<file path="src/rtl/ple_pkg.sv">
// shared types, codes and defaults for the positional list engine
`timescale 1ns / 1ps

package ple_pkg;

    localparam int DefaultDepth = 16;
    localparam int ValueW       = 32;

    typedef enum logic [2:0] {
        ACT_INS_HEAD = 3'd0,
        ACT_INS_TAIL = 3'd1,
        ACT_INS_POS  = 3'd2,
        ACT_DELETE   = 3'd3,
        ACT_SEARCH   = 3'd4
    } t_action;

    typedef enum logic [2:0] {
        ST_OK        = 3'd0,
        ST_RANGE     = 3'd1,
        ST_EMPTY     = 3'd2,
        ST_FULL      = 3'd3,
        ST_NOT_FOUND = 3'd4
    } t_status;

    // broadcast to every cell of the row
    typedef struct packed {
        logic              ins;
        logic              del;
        logic              cmp;
        logic [ValueW-1:0] value;
    } t_cell_ctrl;

endpackage

</file>
<file path="src/rtl/ple_cell.sv">
// one list slot: holds an element, shifts with its neighbours, compares for search
`timescale 1ns / 1ps

module ple_cell #(
    parameter int DEPTH = ple_pkg::DefaultDepth,
    parameter int IDX   = 0,
    localparam int IW   = $clog2(DEPTH),
    localparam int CW   = $clog2(DEPTH + 1)
) (
    input  logic                        i_clk,
    input  ple_pkg::t_cell_ctrl         i_ctrl,
    input  logic [IW-1:0]               i_idx,
    input  logic [CW-1:0]               i_count,
    input  logic [ple_pkg::ValueW-1:0]  i_left,
    input  logic [ple_pkg::ValueW-1:0]  i_right,
    output logic [ple_pkg::ValueW-1:0]  o_data,
    output logic                        o_match
);

    localparam logic [IW-1:0] MyIdx = IW'(IDX);
    localparam logic [CW-1:0] MyCnt = CW'(IDX);

    logic [ple_pkg::ValueW-1:0] r_data;
    logic [ple_pkg::ValueW-1:0] n_data;
    logic                       r_match;

    always_comb begin
        n_data = r_data;
        if (i_ctrl.ins) begin
            if (MyIdx == i_idx) begin
                n_data = i_ctrl.value;
            end else if (MyIdx > i_idx) begin
                n_data = i_left;
            end
        end else if (i_ctrl.del) begin
            if (MyIdx >= i_idx) begin
                n_data = i_right;
            end
        end
    end

    always_ff @(posedge i_clk) begin
        r_data <= n_data;
        // only slots below the count take part in a search
        if (i_ctrl.cmp) begin
            r_match <= (MyCnt < i_count) && (r_data == i_ctrl.value);
        end
    end

    assign o_data  = r_data;
    assign o_match = r_match;

endmodule

</file>
<file path="src/rtl/positional_list_engine.sv">
// top level: action decode, row of list cells, first-match encode and result register
`timescale 1ns / 1ps

// Bounded ordered list of DEPTH signed 32-bit values held in a row of cells; element 1 is
// the head. Each transfer carries one action (insert at head, tail or position, delete at
// position, search) and gives exactly one result: status, first matching position and the
// element count after the action. Cells shift and compare all at once, so a new action is
// taken every cycle while o_stall is low. The cells update and latch their compare bits
// at the input transfer, and when the held action advances a priority encoder over the
// compare bits loads the output register. A stall on the output holds one result in the
// output register and one behind it before the input is stalled.

module positional_list_engine #(
    parameter int DEPTH = ple_pkg::DefaultDepth,
    localparam int IW   = $clog2(DEPTH),
    localparam int CW   = $clog2(DEPTH + 1)
) (
    input  logic                               i_clk,
    input  logic                               i_rst_n,
    input  logic                               i_valid,
    output logic                               o_stall,
    input  logic [2:0]                         i_action,
    input  logic [CW-1:0]                      i_position,
    input  logic signed [ple_pkg::ValueW-1:0]  i_value,
    output logic                               o_valid,
    input  logic                               i_stall,
    output logic [2:0]                         o_status,
    output logic [CW-1:0]                      o_found_position,
    output logic [CW-1:0]                      o_element_count
);

    localparam logic [CW:0] DepthX = (CW + 1)'(DEPTH);

    logic                      in_xfer;
    logic                      s1_adv;
    ple_pkg::t_cell_ctrl       cell_ctrl;
    logic [IW-1:0]             cell_idx;
    logic [CW-1:0]             n_count;
    ple_pkg::t_status          dec_status;
    logic                      dec_search;
    logic [CW:0]               pos_x;
    logic [CW:0]               cnt_x;
    logic [CW:0]               ins_pos;

    logic [CW-1:0]             r_count;
    logic                      r_s1_valid;
    ple_pkg::t_status          r_s1_status;
    logic                      r_s1_search;
    logic [CW-1:0]             r_s1_count;
    logic                      r_o_valid;
    ple_pkg::t_status          r_o_status;
    logic [CW-1:0]             r_o_found;
    logic [CW-1:0]             r_o_count;

    logic [ple_pkg::ValueW-1:0] cell_data [DEPTH];
    logic [DEPTH-1:0]           match_vec;
    logic [CW-1:0]              first_pos;

    assign s1_adv  = r_s1_valid && (!r_o_valid || !i_stall);
    assign o_stall = r_s1_valid && !s1_adv;
    assign in_xfer = i_valid && !o_stall;

    // action decode against the current count
    always_comb begin
        cell_ctrl       = '0;
        cell_ctrl.value = i_value;
        cell_idx        = '0;
        n_count         = r_count;
        dec_status      = ple_pkg::ST_OK;
        dec_search      = 1'b0;
        pos_x           = {1'b0, i_position};
        cnt_x           = {1'b0, r_count};
        ins_pos         = pos_x;
        case (ple_pkg::t_action'(i_action)) inside
            ple_pkg::ACT_INS_HEAD, ple_pkg::ACT_INS_TAIL, ple_pkg::ACT_INS_POS: begin
                if (ple_pkg::t_action'(i_action) == ple_pkg::ACT_INS_HEAD) begin
                    ins_pos = (CW + 1)'(1);
                end else if (ple_pkg::t_action'(i_action) == ple_pkg::ACT_INS_TAIL) begin
                    ins_pos = cnt_x + (CW + 1)'(1);
                end
                if (ins_pos == '0 || ins_pos > cnt_x + (CW + 1)'(1)) begin
                    dec_status = ple_pkg::ST_RANGE;
                end else if (cnt_x == DepthX) begin
                    dec_status = ple_pkg::ST_FULL;
                end else begin
                    cell_ctrl.ins = 1'b1;
                    cell_idx      = IW'(ins_pos - (CW + 1)'(1));
                    n_count       = r_count + CW'(1);
                end
            end
            ple_pkg::ACT_DELETE: begin
                if (pos_x == '0 || pos_x > cnt_x) begin
                    dec_status = ple_pkg::ST_RANGE;
                end else begin
                    cell_ctrl.del = 1'b1;
                    cell_idx      = IW'(pos_x - (CW + 1)'(1));
                    n_count       = r_count - CW'(1);
                end
            end
            ple_pkg::ACT_SEARCH: begin
                if (r_count == '0) begin
                    dec_status = ple_pkg::ST_EMPTY;
                end else begin
                    cell_ctrl.cmp = 1'b1;
                    dec_search    = 1'b1;
                end
            end
            default: begin
            end
        endcase
        if (!in_xfer) begin
            cell_ctrl.ins = 1'b0;
            cell_ctrl.del = 1'b0;
            cell_ctrl.cmp = 1'b0;
        end
    end

    genvar g;
    generate
        for (g = 0; g < DEPTH; g++) begin : g_cell
            ple_cell #(
                .DEPTH (DEPTH),
                .IDX   (g)
            ) u_cell (
                .i_clk   (i_clk),
                .i_ctrl  (cell_ctrl),
                .i_idx   (cell_idx),
                .i_count (r_count),
                .i_left  (cell_data[(g == 0) ? 0 : g - 1]),
                .i_right (cell_data[(g == DEPTH - 1) ? g : g + 1]),
                .o_data  (cell_data[g]),
                .o_match (match_vec[g])
            );
        end
    endgenerate

    // lowest matching slot wins
    always_comb begin
        first_pos = '0;
        for (int k = DEPTH - 1; k >= 0; k--) begin
            if (match_vec[k]) begin
                first_pos = CW'(k + 1);
            end
        end
    end

    always_ff @(posedge i_clk) begin
        if (!i_rst_n) begin
            r_count    <= '0;
            r_s1_valid <= 1'b0;
            r_o_valid  <= 1'b0;
        end else begin
            if (in_xfer) begin
                r_count    <= n_count;
                r_s1_valid <= 1'b1;
            end else if (s1_adv) begin
                r_s1_valid <= 1'b0;
            end
            if (s1_adv) begin
                r_o_valid <= 1'b1;
            end else if (!i_stall) begin
                r_o_valid <= 1'b0;
            end
        end
    end

    always_ff @(posedge i_clk) begin
        if (in_xfer) begin
            r_s1_status <= dec_status;
            r_s1_search <= dec_search;
            r_s1_count  <= n_count;
        end
        if (s1_adv) begin
            r_o_count <= r_s1_count;
            if (r_s1_search) begin
                r_o_status <= (first_pos != '0) ? ple_pkg::ST_OK : ple_pkg::ST_NOT_FOUND;
                r_o_found  <= first_pos;
            end else begin
                r_o_status <= r_s1_status;
                r_o_found  <= '0;
            end
        end
    end

    assign o_valid          = r_o_valid;
    assign o_status         = r_o_status;
    assign o_found_position = r_o_found;
    assign o_element_count  = r_o_count;

`ifndef SYNTHESIS
    a_count_bound: assert property (@(posedge i_clk) disable iff (!i_rst_n)
        {1'b0, r_count} <= DepthX)
        else $error("element count beyond depth");

    a_stall_cause: assert property (@(posedge i_clk) disable iff (!i_rst_n)
        o_stall |-> (r_s1_valid && r_o_valid && i_stall))
        else $error("input stalled with room in the pipeline");

    a_count_holds: assert property (@(posedge i_clk) disable iff (!i_rst_n)
        !in_xfer |=> $stable(r_count))
        else $error("count changed without an input transfer");

    a_found_ok: assert property (@(posedge i_clk) disable iff (!i_rst_n)
        (r_o_valid && r_o_found != '0) |->
            (r_o_status == ple_pkg::ST_OK && r_o_found <= r_o_count))
        else $error("found position without a good search result");
`endif

endmodule
</file>
<file path="config.mk">
export PLATFORM = sky130hd
export DESIGN_NAME = positional_list_engine
export DESIGN_NICKNAME = d
export VERILOG_FILES = /design/src/rtl/ple_pkg.sv /design/src/rtl/ple_cell.sv /design/src/rtl/positional_list_engine.sv
export SDC_FILE = /design/constraint.sdc
export NUM_CORES = 2
export LEC_CHECK = 0
export BUFFER_PORTS_ARGS = -buffer_cell sky130_fd_sc_hd__buf_2
export CAP_MARGIN = 20
export CELL_PAD_IN_SITES_DETAIL_PLACEMENT = 1
export CELL_PAD_IN_SITES_GLOBAL_PLACEMENT = 1
export CORE_ASPECT_RATIO = 1.2
export CORE_MARGIN = 4
export CORE_UTILIZATION = 52
export CTS_CLUSTER_DIAMETER = 150
export DETAILED_ROUTE_END_ITERATION = 16
export PLACE_DENSITY = 0.84
export RECOVER_POWER = 100
export SYNTH_ARGS = -nofsm -noshare
export SYNTH_HDL_FRONTEND = slang
export SYNTH_SLANG_ARGS = --single-unit
</file>
<file path="constraint.sdc">
create_clock -name i_clk -period 7.2 [get_ports i_clk]
set_input_delay 0 -clock i_clk [delete_from_list [all_inputs] [get_ports i_clk]]
set_output_delay 0 -clock i_clk [all_outputs]
set_load 0.05 [all_outputs]
</file>
==> key figures <==
Synth
  – Main combinational cell family by area after synthesis: compound AO/OA/AOI/OAI gates
  – Post-Synthesis Cells: roughly 3,400
  – Adder-cell area share of the yosys netlist: 0.561%
  – Simple-gate share of the synthesized area: 10.9%
  – Post-synth net total: 3,508
  – Post-Syn Area: 35,700 µm²
  – Synth unique cells: 80
  – Ys async rst share: 0%
  – YS warnings: 0
  – Seq/Total Area, Yosys: 46.6%
  – Area contributors post-synth: edfxtp_1 46%, xnor2_1 7.9%, xor2_1 4.9%, o221ai_1 3.9%, nand2_1 3.3%
  – Mux cell area share after synthesis: around 2.8%
  – XOR/XNOR Fraction of Synth Area: between 10% and 20%
  – Compound-Gate Fraction of Synth Area: 20.1%
  – Syn_area_per_cell: 10.4 µm²
  – Prevailing post-synth register cell: edfxtp_1
  – Post-synth top area share: 46.2%
  – EDFF count, synth: 549
  – FF+latch count, synth: approximately 560
  – Synth area leader: edfxtp_1

Clock tree
  – CTS sink cnt: 556
  – Root Buffer: clkbuf_16
  – CTS tree: done
  – Inserted Clock Buffers: 60
  – Cts hold-fix bufs: 8
  – Skew-Pair Late Insertion Delay: 0.67 ns
  – Postcts setup bufs: 0
  – PostCTS Resize Cnt: 0
  – CTS H-tree lvls: 2
  – Max clock buf depth: 3
  – Clk slew on worst S/H paths: approximately 0.060 ns

Critical path
  – Cell repeated most along the worst path: inv_1
  – Crit-path cells: inv_1 > ha_1 > nand2_1 > o21ai_0 > inv_1 > ha_1 > inv_1 > or2_0 > a211oi_1 > or3_1 > o21ai_0 > nand4_1 > nor2_1 > buf_12
  – Reg2Reg Depth: 14
  – Worst EP required: 7.56 ns
  – Kind of critical path: flip-flop to flip-flop
  – Slowest stage delay, CP: 1.37 ns
  – Crit path max fanout: 23
  – Setup crit end kind: flip-flop
  – Critical path depth in cells: 14
  – Top Family by Delay on Critical Path: simple AND/OR/NAND/NOR gates
  – Critical path data arrival time: between 6 and 7 ns
  – CP bufs+invs: 4
  – Worst setup SP type: flip-flop
  – CP max stage cell: nor2_1

Place
  – Port bufs: 58
  – HPWL after DPL: approximately 110 mm
  – DP Cell Count: 4,130
  – Final RePlAce weighted congestion: 1.03

STA
  – Hold Vio Cnt, Final: 0
  – Slew @ Worst Pin: 2.13 ns
  – Max-slew headroom: -43.4%
  – Final Cycle Share: between 80% and 90%
  – Maximum clock rate: ~160 MHz
  – Clock skew: 0.0294 ns
  – RSZ-0062 raised after global routing: false
  – Period minus WS final: 6.41 ns
  – Setup_tns: 0 ns
  – Slew Limit Fails: 100
  – Final setup fails: 0

Power and ir drop
  – Power Density: 221 nW/µm²
  – Leak: 13.2 nW
  – Worst vdd ir: around 0.00019 V

Floorplan
  – Die area: 72,900 µm²
  – Die extent in y: 295 µm
  – Core area: around 70,000 µm²
  – Core Rows: 105
  – Num ports: 59
  – Die Width: 247 µm
  – Initial Util: 52.4%

Detailed routing
  – Aggregate routed wire length: between 150 and 200 mm
  – Routed via count: approximately 32,000
  – DRT iter0 DRCs: 5,266
  – DRC errors left: 0
  – Drt first pass iters: 6
  – Drt wl/cell: 37.0 µm
  – Antenna Nets Post-Route: 0
  – Vias per std cell: approximately 7.5

GRT
  – Global-route wire length before repair: 226 mm
  – Global route total overflow: 0
  – Largest net degree at the start of global routing: between 200 and 250
  – Vias in the first global route: 31,800
  – Initial antenna violation count: 11
  – Tot GR Track Use: between 40% and 50%

Job
  – MaxCap Viol Count: 4

Status
  – Status: finished with violations
  – Failing checks: max-capacitance violations, max-slew violations

Cells and area
  – Finished Layout Cells: around 4,300
  – Area Growth Syn to Fin: 7.68%
  – Share of cells above drive strength 1: slightly below 8%
  – Nets: 3,354

Worst hold path
  – Hold Path Cell Cnt: 3
  – Hold Crit Class: input pin to flip-flop
## cell type report
class / instances / area [µm²]
multi-input cells: 2344 / 17100
clock buffers: 71 / 1560
repair buffers: 150 / 1090
clock inverters: 40 / 274
well taps: 909 / 1140
flip-flops and latches: 556 / 16600
diodes: 2 / 5.00
fillers: 7215 / 29700
inverters: 182 / 691
## cells in the final DEF, fill, tap and decap left out, drive strengths merged, types with 106 or more instances in the layout
cell type and n:
edfxtp 549, xor2 200, clkbuf 106, o221ai 161, nand4 152, buf 107, nor2 129, nand2 317
xnor2 321, inv 182
## Yosys cell counts (all sizes together), types with 70 or more instances
cell type,instances
edfxtp,549
a31oi,102
o31ai,99
xor2,200
nor4,70
a21oi,90
xnor2,321
nor2,129
o221ai,161
nand2,317
nand4,152
clkbuf,189
inv,180
buf,177
## worst min-delay path, delay by kind of cell
| family | cells | cell delay, ns |
|---|---|---|
| mux | 1 | 0.08 |
| buf+inv | 2 | 0.46 |
## per-layer routing
layer | up-vias | track usage (%) | part of all wire [%]
met5 | - | 0 | 0.023
li1 | 13000 | - | -
met1 | 15900 | 54.0 | 36
met2 | 2623 | 63.1 | 43
met3 | 567 | 7.24 | 11
met4 | 6 | 32.5 | 10
## per-stage QoR
| stage | cell area (µm²) | utilization [%] | total power [mW] | setup slack, ns | hold slack, ns |
|---|---|---|---|---|---|
| 5_1_grt | 38400 | 56.4 | 8.66 | 0.474 | 0.101 |
| 2_1_floorplan | 35700 | - | 4.81 | 1.20 | 0.118 |
| 3_3_place_gp | 36600 | 53.6 | 5.35 | 1.50 | 0.228 |
| 6_report | 38500 | 56.4 | 8.48 | 0.786 | 0.0877 |
| 3_5_place_dp | 36700 | 53.8 | 5.40 | 1.38 | 0.230 |
| 4_1_cts | 38600 | 56.6 | 8.41 | 1.40 | 0.0504 |
## report_power, final
part,switching (mW),leakage (nW),internal (mW)
registers,0.124,5.07,3.75
logic,1.13,7.22,0.417
clock network,1.42,0.911,1.65
total,2.67,13.2,5.81
## cell families (layout without fill, tap and decap cells)
group | after synthesis | count (layout)
AOI/OAI and AO/OA | 900 | 900
and+or+nand+nor | 810 | 810
DFF | 556 | 556
buffers and inverters | 548 | 443
xor gates and xnor gates | 521 | 521
muxes | 97 | 97
adders and majority gates | 16 | 16
other | 0 | 2
## worst paths after layout
check                           slack (ns)     startpoint                            to
worst max register to register        0.79     r_count[0]    g_cell[0].u_cell.o_data[7]
worst min register to register        0.42  r_s1_count[3]            o_element_count[3]
worst max-delay path                  0.79     r_count[0]    g_cell[0].u_cell.o_data[7]
worst min-delay path                  0.09    i_value[27]  g_cell[14].u_cell.o_data[27]
## registers in the layout, indices dropped and copies added (netlist names)
register / flops
g_cell.u_cell.o_data: 512
g_cell.u_cell.o_match: 16
o_element_count: 5
o_found_position: 5
r_count: 5
r_s1_count: 5
o_status: 3
r_s1_status: 2
o_valid: 1
r_s1_search: 1
r_s1_valid: 1
Power figures use the tool's default switching activity.
